===== config.mk =====
export PLATFORM = sky130hd
export DESIGN_NAME = encoder_angle_to_speed_filter
export DESIGN_NICKNAME = d
export VERILOG_FILES = /design/src/hw/rtl/eas_pkg.sv /design/src/hw/rtl/eas_serial_mul.sv /design/src/hw/rtl/encoder_angle_to_speed_filter.sv
export SDC_FILE = /design/constraint.sdc
export NUM_CORES = 1
export LEC_CHECK = 0
export BUFFER_PORTS_ARGS = -buffer_cell sky130_fd_sc_hd__buf_2
export CAP_MARGIN = 20
export CORE_UTILIZATION = 61
export DETAILED_ROUTE_END_ITERATION = 8
export PLACE_DENSITY = 0.79
export SYNTH_ARGS = -nofsm -noshare
export SYNTH_HDL_FRONTEND = slang
export SYNTH_HIERARCHICAL = 1
export SYNTH_SLANG_ARGS = --single-unit

===== constraint.sdc =====
create_clock -name clk_i -period 17.27 [get_ports clk_i]
set_clock_uncertainty 0.05 [all_clocks]
set_input_delay 1.727 -clock clk_i [delete_from_list [all_inputs] [get_ports clk_i]]
set_output_delay 1.727 -clock clk_i [all_outputs]
set_load 0.02 [all_outputs]

===== src/hw/rtl/eas_pkg.sv =====
// Shared widths, register codes, reset values, states and saturation helper for the speed filter.
package eas_pkg;

  localparam int ANGLE_BITS_DEFAULT = 13;
  localparam int MAX_DECIMATION     = 16;

  localparam int THR_W      = 12;
  localparam int DEC_W      = 5;
  localparam int COEF_W     = 16;
  localparam int OFF_W      = 13;
  localparam int CFG_DATA_W = 16;
  localparam int CFG_IDX_W  = 3;

  localparam int SUM_W   = 18;
  localparam int SPEED_W = 16;
  localparam int PROD_W  = SPEED_W + COEF_W + 1;
  localparam int ACC_W   = PROD_W + 1;

  localparam int ALPHA_ONE   = 32768;
  localparam int ALPHA_SHIFT = 15;
  localparam int SCALE_SHIFT = 8;
  localparam int SPEED_MAX   = 32767;
  localparam int SPEED_MIN   = -32768;

  localparam logic [THR_W-1:0]  WRAP_THRESHOLD_RST = THR_W'(100);
  localparam logic [DEC_W-1:0]  DECIMATION_RST     = DEC_W'(5);
  localparam logic [COEF_W-1:0] FILTER_ALPHA_RST   = COEF_W'(31130);
  localparam logic [COEF_W-1:0] SPEED_SCALE_RST    = COEF_W'(2250);
  localparam logic [OFF_W-1:0]  ANGLE_OFFSET_RST   = OFF_W'(6864);

  typedef enum logic [CFG_IDX_W-1:0] {
    CFG_WRAP_THRESHOLD = 3'd0,
    CFG_DECIMATION     = 3'd1,
    CFG_FILTER_ALPHA   = 3'd2,
    CFG_SPEED_SCALE    = 3'd3,
    CFG_ANGLE_OFFSET   = 3'd4
  } cfg_idx_e;

  typedef enum logic [3:0] {
    ST_IDLE,
    ST_NEW_GO,
    ST_NEW_RUN,
    ST_OLD_GO,
    ST_OLD_RUN,
    ST_FILT,
    ST_SCALE_GO,
    ST_SCALE_RUN,
    ST_RESULT
  } state_e;

  function automatic logic signed [SPEED_W-1:0] sat_speed(input logic signed [ACC_W-1:0] v);
    logic signed [ACC_W-1:0] hi;
    logic signed [ACC_W-1:0] lo;
    hi = ACC_W'(SPEED_MAX);
    lo = ACC_W'(SPEED_MIN);
    if (v > hi) begin
      return SPEED_W'(SPEED_MAX);
    end else if (v < lo) begin
      return SPEED_W'(SPEED_MIN);
    end
    return v[SPEED_W-1:0];
  endfunction

endpackage


===== src/hw/rtl/eas_serial_mul.sv =====
// Bit-serial shift-add multiplier: signed operand times unsigned operand, one bit per cycle.
module eas_serial_mul import eas_pkg::*; #(
  parameter int A_W = SPEED_W,
  parameter int B_W = COEF_W
) (
  input  logic                    clk_i,
  input  logic                    rst_ni,
  input  logic                    start_i,
  input  logic signed [A_W-1:0]   a_i,
  input  logic [B_W-1:0]          b_i,
  output logic                    done_o,
  output logic signed [A_W+B_W:0] prod_o
);

  localparam int H_W   = A_W + 2;
  localparam int CNT_W = $clog2(B_W + 1);

  logic                  busy_q, busy_d;
  logic [CNT_W-1:0]      cnt_q, cnt_d;
  logic signed [A_W-1:0] a_q;
  logic signed [H_W-1:0] hi_q, hi_d;
  logic [B_W-1:0]        lo_q, lo_d;
  logic signed [H_W-1:0] addend;
  logic signed [H_W-1:0] sum;
  logic [H_W+B_W-1:0]    full;

  always_comb begin
    addend = lo_q[0] ? H_W'(a_q) : '0;
    sum    = hi_q + addend;
    busy_d = busy_q;
    cnt_d  = cnt_q;
    hi_d   = hi_q;
    lo_d   = lo_q;
    if (start_i) begin
      busy_d = 1'b1;
      cnt_d  = CNT_W'(B_W);
      hi_d   = '0;
      lo_d   = b_i;
    end else if (busy_q) begin
      hi_d  = sum >>> 1;
      lo_d  = {sum[0], lo_q[B_W-1:1]};
      cnt_d = cnt_q - CNT_W'(1);
      if (cnt_q == CNT_W'(1)) begin
        busy_d = 1'b0;
      end
    end
  end

  always_ff @(posedge clk_i or negedge rst_ni) begin
    if (!rst_ni) begin
      busy_q <= 1'b0;
      cnt_q  <= '0;
    end else begin
      busy_q <= busy_d;
      cnt_q  <= cnt_d;
    end
  end

  always_ff @(posedge clk_i) begin
    hi_q <= hi_d;
    lo_q <= lo_d;
    if (start_i) begin
      a_q <= a_i;
    end
  end

  assign done_o = busy_q && (cnt_q == CNT_W'(1));
  assign full   = {hi_q, lo_q};
  assign prod_o = $signed(full[A_W+B_W:0]);

endmodule


===== src/hw/rtl/encoder_angle_to_speed_filter.sv =====
// Top level of the encoder angle to speed estimator with first-order low-pass filter.
//
// One encoder angle enters per beat on the input channel (in_valid_i, in_stall_o,
// raw_angle_i). Each angle produces exactly one result beat on the output channel
// (out_valid_o, out_stall_i) carrying the held raw speed, the filtered speed, the
// speed in degrees per second and the recentred angle.
// The shared bit-serial multiplier makes three passes per angle: the new-speed
// weight, the filter memory weight and the output scale. The input stalls from
// acceptance until the result has moved into the output register. A finished
// result waits there while the receiver stalls; the next angle may be taken
// meanwhile, but its result is held back until the register is free.
// Configuration writes go straight into the registers and are meant for idle periods.
// Reset is asynchronous and active low: it restores the register defaults, clears
// the previous angle, running sum, sample count, held speed and filter memory, and
// empties the output register.
module encoder_angle_to_speed_filter import eas_pkg::*; #(
  parameter int ANGLE_BITS = ANGLE_BITS_DEFAULT
) (
  input  logic                         clk_i,
  input  logic                         rst_ni,
  input  logic                         cfg_we_i,
  input  logic [CFG_IDX_W-1:0]         cfg_index_i,
  input  logic [CFG_DATA_W-1:0]        cfg_data_i,
  input  logic                         in_valid_i,
  output logic                         in_stall_o,
  input  logic [ANGLE_BITS-1:0]        raw_angle_i,
  output logic                         out_valid_o,
  input  logic                         out_stall_i,
  output logic signed [SPEED_W-1:0]    raw_speed_o,
  output logic signed [SPEED_W-1:0]    filtered_speed_o,
  output logic signed [SPEED_W-1:0]    speed_deg_s_o,
  output logic signed [ANGLE_BITS-1:0] centered_angle_o
);

  localparam int DW    = ((ANGLE_BITS > THR_W) ? ANGLE_BITS : THR_W) + 2;
  localparam int EXT_W = ((SUM_W > DW) ? SUM_W : DW) + 1;
  localparam int CEN_W = ANGLE_BITS + 1;

  localparam logic signed [DW-1:0]    Span      = DW'(1 << ANGLE_BITS);
  localparam logic signed [EXT_W-1:0] SumHi     = EXT_W'((1 << (SUM_W - 1)) - 1);
  localparam logic signed [EXT_W-1:0] SumLo     = EXT_W'(-(1 << (SUM_W - 1)));
  localparam logic signed [CEN_W-1:0] FoldLimit = CEN_W'((1 << (ANGLE_BITS - 1)) - 1);
  localparam logic signed [CEN_W-1:0] FoldStep  = CEN_W'((1 << ANGLE_BITS) - 1);

  state_e state_q, state_d;

  logic [THR_W-1:0]  thr_q;
  logic [DEC_W-1:0]  dec_q;
  logic [COEF_W-1:0] alpha_q;
  logic [COEF_W-1:0] scale_q;
  logic [OFF_W-1:0]  off_q;

  logic [ANGLE_BITS-1:0]     prev_q;
  logic signed [SUM_W-1:0]   sum_q, sum_d;
  logic [DEC_W-1:0]          cnt_q, cnt_d;
  logic signed [SPEED_W-1:0] held_q, held_d;
  logic signed [SPEED_W-1:0] mem_q;
  logic signed [PROD_W-1:0]  acc_q;
  logic signed [ANGLE_BITS-1:0] cen_q;
  logic signed [ANGLE_BITS-1:0] cen_d;

  logic                      out_valid_q;
  logic                      out_load;
  logic signed [SPEED_W-1:0] raw_speed_q;
  logic signed [SPEED_W-1:0] filtered_speed_q;
  logic signed [SPEED_W-1:0] speed_deg_s_q;
  logic signed [ANGLE_BITS-1:0] centered_angle_q;

  logic                      in_accept;
  logic                      mul_start;
  logic                      mul_done;
  logic signed [SPEED_W-1:0] mul_a;
  logic [COEF_W-1:0]         mul_b;
  logic signed [PROD_W-1:0]  mul_prod;

  logic [COEF_W-1:0]         alpha_eff;
  logic [COEF_W-1:0]         beta;
  logic signed [DW-1:0]      diff;
  logic signed [DW-1:0]      thr_s;
  logic signed [DW-1:0]      step;
  logic signed [EXT_W-1:0]   sum_ext;
  logic signed [SUM_W-1:0]   sum_sat;
  logic [DEC_W-1:0]          cnt_inc;
  logic [DEC_W-1:0]          dec_eff;
  logic                      latch;
  logic signed [CEN_W-1:0]   cen_w;
  logic signed [ACC_W-1:0]   filt_tot;
  logic signed [ACC_W-1:0]   filt_quo;
  logic signed [SPEED_W-1:0] filt;
  logic signed [ACC_W-1:0]   deg_quo;
  logic signed [SPEED_W-1:0] deg;

  assign in_accept = in_valid_i && !in_stall_o;
  assign out_load  = (state_q == ST_RESULT) && (!out_valid_q || !out_stall_i);

  // Next state.
  always_comb begin
    state_d = state_q;
    unique case (state_q)
      ST_IDLE:      if (in_valid_i) state_d = ST_NEW_GO;
      ST_NEW_GO:    state_d = ST_NEW_RUN;
      ST_NEW_RUN:   if (mul_done) state_d = ST_OLD_GO;
      ST_OLD_GO:    state_d = ST_OLD_RUN;
      ST_OLD_RUN:   if (mul_done) state_d = ST_FILT;
      ST_FILT:      state_d = ST_SCALE_GO;
      ST_SCALE_GO:  state_d = ST_SCALE_RUN;
      ST_SCALE_RUN: if (mul_done) state_d = ST_RESULT;
      ST_RESULT:    if (out_load) state_d = ST_IDLE;
      default:      state_d = ST_IDLE;
    endcase
  end

  // Controls decoded from the state.
  always_comb begin
    in_stall_o = 1'b1;
    mul_start  = 1'b0;
    mul_a      = held_q;
    mul_b      = alpha_eff;
    unique case (state_q)
      ST_IDLE:     in_stall_o = 1'b0;
      ST_NEW_GO:   mul_start = 1'b1;
      ST_OLD_GO: begin
        mul_start = 1'b1;
        mul_a     = mem_q;
        mul_b     = beta;
      end
      ST_SCALE_GO: begin
        mul_start = 1'b1;
        mul_a     = mem_q;
        mul_b     = scale_q;
      end
      default: begin
        mul_start = 1'b0;
      end
    endcase
  end

  always_comb begin
    alpha_eff = (alpha_q > COEF_W'(ALPHA_ONE)) ? COEF_W'(ALPHA_ONE) : alpha_q;
    beta      = COEF_W'(ALPHA_ONE - int'(alpha_eff));

    diff  = $signed(DW'(raw_angle_i)) - $signed(DW'(prev_q));
    thr_s = $signed(DW'(thr_q));
    if (diff < thr_s && diff > -thr_s) begin
      step = diff;
    end else if (diff <= -thr_s) begin
      step = diff + Span;
    end else begin
      step = diff - Span;
    end

    sum_ext = EXT_W'(sum_q) + EXT_W'(step);
    if (sum_ext > SumHi) begin
      sum_sat = SumHi[SUM_W-1:0];
    end else if (sum_ext < SumLo) begin
      sum_sat = SumLo[SUM_W-1:0];
    end else begin
      sum_sat = sum_ext[SUM_W-1:0];
    end

    cnt_inc = cnt_q + DEC_W'(1);
    if (dec_q == '0) begin
      dec_eff = DEC_W'(1);
    end else if (32'(dec_q) > MAX_DECIMATION) begin
      dec_eff = DEC_W'(MAX_DECIMATION);
    end else begin
      dec_eff = dec_q;
    end
    latch  = (cnt_inc >= dec_eff);
    cnt_d  = latch ? '0 : cnt_inc;
    sum_d  = latch ? '0 : sum_sat;
    held_d = latch ? sat_speed(ACC_W'(sum_sat)) : held_q;

    cen_w = $signed(CEN_W'(raw_angle_i)) - $signed(CEN_W'(ANGLE_BITS'(off_q)));
    if (cen_w > FoldLimit) begin
      cen_w = cen_w - FoldStep;
    end
    if (cen_w < -FoldLimit) begin
      cen_w = cen_w + FoldStep;
    end
    cen_d = cen_w[ANGLE_BITS-1:0];

    filt_tot = ACC_W'(acc_q) + ACC_W'(mul_prod);
    filt_quo = filt_tot >>> ALPHA_SHIFT;
    if (filt_tot < 0 && filt_tot[ALPHA_SHIFT-1:0] != '0) begin
      filt_quo = filt_quo + ACC_W'(1);
    end
    filt = sat_speed(filt_quo);

    deg_quo = ACC_W'(mul_prod) >>> SCALE_SHIFT;
    if (mul_prod < 0 && mul_prod[SCALE_SHIFT-1:0] != '0) begin
      deg_quo = deg_quo + ACC_W'(1);
    end
    deg = sat_speed(deg_quo);
  end

  eas_serial_mul #(
    .A_W (SPEED_W),
    .B_W (COEF_W)
  ) u_mul (
    .clk_i   (clk_i),
    .rst_ni  (rst_ni),
    .start_i (mul_start),
    .a_i     (mul_a),
    .b_i     (mul_b),
    .done_o  (mul_done),
    .prod_o  (mul_prod)
  );

  always_ff @(posedge clk_i or negedge rst_ni) begin
    if (!rst_ni) begin
      thr_q   <= WRAP_THRESHOLD_RST;
      dec_q   <= DECIMATION_RST;
      alpha_q <= FILTER_ALPHA_RST;
      scale_q <= SPEED_SCALE_RST;
      off_q   <= ANGLE_OFFSET_RST;
    end else if (cfg_we_i) begin
      unique case (cfg_index_i)
        CFG_WRAP_THRESHOLD: thr_q   <= cfg_data_i[THR_W-1:0];
        CFG_DECIMATION:     dec_q   <= cfg_data_i[DEC_W-1:0];
        CFG_FILTER_ALPHA:   alpha_q <= cfg_data_i[COEF_W-1:0];
        CFG_SPEED_SCALE:    scale_q <= cfg_data_i[COEF_W-1:0];
        CFG_ANGLE_OFFSET:   off_q   <= cfg_data_i[OFF_W-1:0];
        default: begin
        end
      endcase
    end
  end

  always_ff @(posedge clk_i or negedge rst_ni) begin
    if (!rst_ni) begin
      state_q     <= ST_IDLE;
      out_valid_q <= 1'b0;
      prev_q      <= '0;
      sum_q       <= '0;
      cnt_q       <= '0;
      held_q      <= '0;
      mem_q       <= '0;
    end else begin
      state_q     <= state_d;
      out_valid_q <= out_load || (out_valid_q && out_stall_i);
      if (in_accept) begin
        prev_q <= raw_angle_i;
        sum_q  <= sum_d;
        cnt_q  <= cnt_d;
        held_q <= held_d;
      end
      if (state_q == ST_FILT) begin
        mem_q <= filt;
      end
    end
  end

  always_ff @(posedge clk_i) begin
    if (in_accept) begin
      cen_q <= cen_d;
    end
    if (state_q == ST_OLD_GO) begin
      acc_q <= mul_prod;
    end
    if (out_load) begin
      raw_speed_q      <= held_q;
      filtered_speed_q <= mem_q;
      speed_deg_s_q    <= deg;
      centered_angle_q <= cen_q;
    end
  end

  assign out_valid_o      = out_valid_q;
  assign raw_speed_o      = raw_speed_q;
  assign filtered_speed_o = filtered_speed_q;
  assign speed_deg_s_o    = speed_deg_s_q;
  assign centered_angle_o = centered_angle_q;

endmodule


## Yosys cells after proc, flatten, opt, wreduce, memory -nomap -nowiden

Cells that the tools add are included.

- Register bits: 297
- Input bits: 37
- Output and inout port bits: 63
- Logic and storage cells: 146

- Add/subtract/negate cells: 15
- $lt $le $gt $ge: 18
- Equality and inequality tests: 18
- Mux-type cells: 46
- Reduce and logical (&&, ||, !) cells: 26

Operators with widths:

| cell | count |
|---|---|
| two-way mux 16 bit | 13 |
| two-way mux 18 bit | 4 |
| greater-than comparator 34 x 16 -> 1 bit, second input constant | 2 |
| less-than comparator 34 x 16 -> 1 bit, second input constant | 2 |
| two-way mux 34 bit | 2 |
| one-hot mux 4 bit (9 select lines) | 1 |
| adder 33 x 33 -> 34 bit | 1 |
| less-than comparator 34 x 1 -> 1 bit, second input constant | 1 |
| less-than comparator 33 x 1 -> 1 bit, second input constant | 1 |
| one-hot mux 16 bit (2 select lines) | 1 |
| two-way mux 15 bit | 2 |
| subtractor 13 x 13 -> 14 bit | 2 |
| adder 25 x 2 -> 26 bit, second input constant | 1 |
| two-way mux 5 bit | 5 |
| adder 19 x 2 -> 20 bit, second input constant | 1 |
| two-way mux 4 bit | 5 |
| adder 18 x 15 -> 19 bit | 1 |
| greater-than comparator 19 x 18 -> 1 bit, second input constant | 1 |
| less-than comparator 19 x 18 -> 1 bit, second input constant | 1 |
| adder 17 x 18 -> 18 bit | 1 |
| greater-than comparator 18 x 16 -> 1 bit, second input constant | 1 |
| less-than comparator 18 x 16 -> 1 bit, second input constant | 1 |
| == test 4 x 3 -> 1 bit, second input constant | 4 |
| greater-than comparator 16 bit, second input constant | 1 |
| other kinds (39) | 68 |

## Logic depth before layout (Yosys ltp)

- Depth in word-level cells: 12
- Gate-level depth with buffers: 31
- Mapped depth without buffers: 29

## Modules after synthesis

Netlist, hierarchy kept.

Modules (own cells, without submodules):

| module | times used | cells each | area an instance (um^2) | seq. area each (um^2) |
|---|---|---|---|---|
| encoder_angle_to_speed_filter | 1 | 1754 | 16424.5 | 6622.6 |
| eas_serial_mul | 1 | 272 | 2966.6 | 1451.4 |

## Worst setup path before layout

No wires, ideal clock.

- Path kind: input to register
- Start: input raw_angle_i[0]
- End: register held_q[10]
- Library setup time: 0.077 ns
- Data arrival time: 6.706 ns
- Required time: 17.143 ns
- Path slack: 10.437 ns
- Stages on the path: 30
- Buffers on the path: 2
- Cell sequence: inv_1 -> ha_1 -> fa_1 -> nor2b_1 -> o21ai_0 -> a21boi_0 -> o21a_1 -> o21ai_0 -> nand2b_1 -> a41oi_1 -> nor2b_1 -> xnor2_1 -> ha_1 -> nand4_1 -> o21bai_1 -> a21oi_1 -> o22ai_1 -> nor3_1 -> ha_1 -> a21o_1 -> a21o_1 -> a21oi_1 -> o21ai_0 -> xor2_1 -> clkbuf_1 -> nand2_1 -> clkbuf_1 -> a21oi_1 -> nand2_1 -> a21oi_1

- Longest elaborated chain between the ends: 12
- Elaborated cells between the ends (all ways): 20
- Classes of those cells: add/sub (4); order compare (7); mux (8); reduce/logical (1)

RTL lines:

| element | RTL line | source |
|---|---|---|
| from (decl) | encoder_angle_to_speed_filter.sv:26 | `input logic [ANGLE_BITS-1:0] raw_angle_i,` |
| subtractor 13 x 13 -> 14 bit * | encoder_angle_to_speed_filter.sv:142 | `diff = $signed(DW'(raw_angle_i)) - $signed(DW'(prev_q));` |
| subtractor 14 x 15 -> 15 bit, or another cell as far along | encoder_angle_to_speed_filter.sv:149 | `step = diff - Span;` |
| two-way mux 15 bit / logical AND 1 bit (equally long branches) | encoder_angle_to_speed_filter.sv:146, encoder_angle_to_speed_filter.sv:144 |  |
| two-way mux 15 bit * | encoder_angle_to_speed_filter.sv:144 | `if (diff < thr_s && diff > -thr_s) begin` |
| adder 18 x 15 -> 19 bit * | encoder_angle_to_speed_filter.sv:152 | `sum_ext = EXT_W'(sum_q) + EXT_W'(step);` |
| less-than comparator 19 x 18 -> 1 bit | encoder_angle_to_speed_filter.sv:155 | `end else if (sum_ext < SumLo) begin` |
| two-way mux 18 bit | encoder_angle_to_speed_filter.sv:155 |  |
| two-way mux 18 bit * | encoder_angle_to_speed_filter.sv:153 | `if (sum_ext > SumHi) begin` |
| less-than comparator 18 x 16 -> 1 bit | eas_pkg.sv:58 | `end else if (v < lo) begin` |
| two-way mux 1 bit | eas_pkg.sv:58 |  |
| two-way mux 1 bit | eas_pkg.sv:56 | `if (v > hi) begin` |
| two-way mux 16 bit * | eas_pkg.sv:61 | `return v[SPEED_W-1:0];` |
| to (signal assigned) | encoder_angle_to_speed_filter.sv:246 | `held_q <= held_d;` |
| to (decl) | encoder_angle_to_speed_filter.sv:56 | `logic signed [SPEED_W-1:0] held_q, held_d;` |

Mark *: on every way between the ends. The rest lies on a longest branch, timed or not.
A chain may end at the register's enable or synchronous reset.

## Final worst setup path

- Start: input raw_angle_i[0]
- End: register held_q[5]

The elaborated chain is that of the path after synthesis.

==> summary.txt <==
Cells and area
  – Fin nets: 2287
  – Layout cells sized above 1: 14.56%
  – Max reg flops: 33
  – Util after Layout: 69.17%
  – Area Growth Syn to Fin: 10.25%
  – Largest regs: acc_q: 33 flops, sum_q: 18 flops, u_mul/hi_q: 17 flops
  – Register with the most flip-flops: acc_q

Synthesis
  – Sequential fraction of the synthesis area: 41.64%
  – Top post-synthesis cells by area: edfxtp_1, dfrtp_1, ha_1
  – Top_reg_cell synth: edfxtp_1
  – Syn Inst Count: 2026
  – Adder-Cell Fraction of Synth Area: 9.421%
  – Largest family of logic cells by synthesized area: compound AO/OA/AOI/OAI gates
  – XOR/XNOR Fraction of Synth Area: 6.143%
  – Async set-reset flop share out of synthesis: 47.47%
  – Distinct cells, synth: 102
  – Share of the synthesized area in the top cell type: 21.53%
  – Area leader, netlist: edfxtp_1
  – Post-synthesis simple-gate area fraction: 16.86%
  – Synth Area in Compound Gates: 18.92%
  – Mux cell area share after synthesis: 3.762%
  – Mean post-synth cell area: 9.571 µm²
  – Post-synth EDFFs: 139
  – Synthesized area: 19390 µm²
  – Seq cells post-synth: 297
  – Warnings, synthesis: 6
  – Mapped Nets: 2202

Setup path
  – Arr. time, crit path: 8.14 ns
  – CP most frequent cell: a21oi_1
  – Max stage delay cell, worst path: a31oi_1
  – Delay of the slowest cell on the worst path: 0.89 ns
  – Crit-path leading delay family: compound AO/OA/AOI/OAI gates
  – Worst EP required: 17.66 ns
  – Kind of critical path: input port to flip-flop
  – FF-to-FF setup slack: 10.53 ns
  – Startpoint Class: input port
  – Worst setup EP type: flip-flop
  – Crit-path max FO: 14
  – Critical path buffers and inverters: 2

Die
  – Top Ports: 100
  – FP Rows: 64
  – Die footprint: 32510 µm²
  – Die Wd: 180.3 µm
  – Starting Density: 62.73%
  – Core Area: 30910 µm²
  – Die Ht: 180.3 µm

Worst hold path
  – Hold Crit Class: flip-flop to flip-flop

Clock tree
  – Htree depth: 2
  – CTS tree: built
  – Worst-path clk slew: 0.06 ns
  – Post-CTS Hold Buffers: 0
  – CTS Buf Count: 34
  – Post-CTS Resized: 0
  – Worst-case clock buffer depth: 3
  – CTS sink count: 297
  – CTS Root Cell: clkbuf_16
  – Skew-Pair Late Insertion Delay: 0.52 ns
  – # Post-CTS Setup Buffers: 0

STA
  – Setup violations, final: 0
  – Worst-margin pin slew: 1.095 ns
  – Tmin final: 7.752 ns
  – Setup_tns: 0 ns
  – Tcrit/Tclk final: 44.89%
  – RSZ-0062 raised after global routing: false
  – Hold Slack: 0.3689 ns
  – Final Max Slew Viols: 0
  – Max-Slew Margin vs Limit: 26.67%
  – Fin. Hold Viols: 0
  – Fmax: 129.0 MHz

Run status
  – Run status: completed

Global route
  – Vias in the first global route: 14970
  – Gr usage total: 30.51%
  – Initial antenna violation count: 1
  – GRT met1 Usage: 44.45%
  – Met3 Use GR: 4.244%
  – Gr ovfl total: 0
  – First-pass GRT wire length: 79690 µm
  – GRT busiest layer: met2
  – Routing usage on met2: 46.90%
  – Largest net degree at the start of global routing: 79

Power and ir drop
  – Maximum VDD drop: 0.0001795 V
  – Part of the power in the clock network: 15.1%
  – Reg power frac: 25.2%
  – Static Leak: 8.748 nW
  – Comb power frac: 59.7%
  – Net Switching: 2.230 mW
  – Sw Share: 46.67%
  – Pwr per Cell Area: 223.6 nW/µm²
  – Internal power: 2.549 mW

Placement
  – DP Wirelength: 36880 µm
  – Gp weighted congestion: 0.9032
  – I/O Buffers: 99

Route
  – Wire length per cell: 19.72 µm
  – Number of DRC markers in iteration 0: 1460
  – Via-to-Cell Ratio: 6.304
  – Final WL: 49950 µm
  – Vias: 15970
  – First drt pass iteration count: 5
  – DRC: 0
  – Antenna-violating nets left: 0

Flow run
  – Max cap viols: 0
through the flow:
step	total power [mW]	cell area, µm²	std cells	worst slack, ns
after floorplan	3.342	19390	2026	10.44
after global placement	3.903	20260	2469	9.391
after detailed placement	3.993	20270	2470	9.068
after CTS	4.737	21370	2531	9.597
after global routing	5.137	21380	2533	8.738
final	4.779	21380	2533	9.518
metal layers:
metal | part of all wire [%] | wire (µm) | up-vias
met2 | 44 | 22080 | 662
met4 | 3.2 | 1613 | 0
met5 | 0 | 0 | -
met3 | 7.4 | 3694 | 99
met1 | 45 | 22560 | 7606
li1 | - | - | 7600
power by group through the flow:
stage / sequential (mW) / combinational [mW] / clock [mW]
6_report: 1.20 / 2.86 / 0.721
2_1_floorplan: 1.11 / 2.23 / 0
3_5_place_dp: 1.21 / 2.78 / 0
5_1_grt: 1.23 / 3.15 / 0.756
3_3_place_gp: 1.20 / 2.70 / 0
4_1_cts: 1.20 / 2.81 / 0.731
kinds of logic (layout without fill, tap and decap cells):
| family | Yosys count | after routing |
|---|---|---|
| XOR/XNOR | 136 | 136 |
| other | 0 | 1 |
| flip-flops | 297 | 297 |
| multiplexers | 66 | 66 |
| buffers and inverters | 159 | 269 |
| AO/OA/AOI/OAI | 548 | 548 |
| adder cells (fa/ha/maj) | 144 | 144 |
| AND/OR/NAND/NOR | 676 | 676 |
cells in the final DEF, fill, tap and decap left out, drive strengths merged, types with 15 or more instances in the layout:
cell / synthesis / final
o21a: 33 / 33
dfxtp: 17 / 17
a22o: 17 / 17
nand4: 29 / 29
nor4: 18 / 18
nand2: 231 / 231
xnor2: 88 / 88
a21o: 33 / 33
mux2: 55 / 55
edfxtp: 139 / 139
clkbuf: 48 / 43
o211ai: 18 / 18
a31oi: 18 / 18
nor2b: 25 / 25
buf: 17 / 114
a21oi: 120 / 120
a211oi: 20 / 20
nand3: 39 / 39
xor2: 48 / 48
ha: 134 / 134
nor3: 50 / 50
inv: 94 / 97
o22ai: 22 / 22
dfrtp: 116 / 116
and2: 25 / 25
nand2b: 24 / 24
o21ai: 173 / 173
dfstp: 25 / 25
nor2: 157 / 157
and3: 15 / 15
worst register-to-register path, stage by stage (launching register included):
cell and delay (ns):
dfrtp_1 0.39, ha_1 0.21, fa_1 0.41, nor2b_1 0.12
o21ai_0 0.11, a21boi_0 0.29, o21a_1 0.17, o21ai_0 0.09
nand2b_1 0.10, a21oi_1 0.08, xnor2_1 0.31, ha_1 0.31
a21o_1 0.18, a21o_1 0.18, a21oi_1 0.15, a21oi_1 0.09
o22ai_1 0.17, nor2_1 0.09, mux2i_1 0.15, ha_1 0.40
nand2_1 0.07, o31ai_1 0.40, nand4_1 0.14, a31oi_1 0.89
nand2_1 0.51, a21oi_1 0.34, nand2_1 0.09, a21oi_1 0.15
final cells by class:
class	instances	area, µm²
inverter	94	352.8
multi-input combinational	1570	10740
sequential	297	8074
fill	2370	9530
tap	396	495.5
clock buffer	43	925.9
antenna	1	2.502
timing repair buffer	114	618.1
clock inverter	18	171.4
synthesized netlist by cell type (6+ instances only):
cell / instances
a41oi_1: 6
a31o_2: 6
ha_1: 134
a21oi_1: 118
edfxtp_1: 139
or2_2: 7
clkbuf_1: 48
nand3b_1: 9
nand3_1: 38
dfstp_2: 25
xor2_1: 48
o21ai_1: 20
dfxtp_1: 17
dfrtp_1: 116
o21bai_1: 10
nor2_1: 156
nand4_1: 29
o31ai_1: 8
and3_1: 15
a22o_1: 17
o21ai_0: 148
a211oi_1: 15
nor4_1: 17
and2_1: 24
nand2b_1: 23
mux2i_1: 11
o22ai_2: 7
a31oi_1: 17
or3_1: 12
nor2b_1: 25
o211ai_1: 16
nor3b_1: 13
nand2_1: 231
o22ai_1: 15
o21a_1: 32
mux2_2: 55
xnor2_1: 88
nor3_1: 48
buf_2: 10
inv_1: 93
a21o_1: 33
worst paths after layout:
check	from	end	cells after the start
max	raw_angle_i[0]	held_q[5]$_DFFE_PN0P_	29
min	cen_q[5]$_DFFE_PP_	centered_angle_o[5]$_DFFE_PP_	0
max reg2reg	prev_q[0]$_DFFE_PN0P_	held_q[5]$_DFFE_PN0P_	27
min reg2reg	cen_q[5]$_DFFE_PP_	centered_angle_o[5]$_DFFE_PP_	0
max in group asynchronous	rst_ni	held_q[12]$_DFFE_PN0P_	2
min in group asynchronous	rst_ni	off_q[1]$_DFFE_PN0P_	1
(Power assumes the default switching activity.)
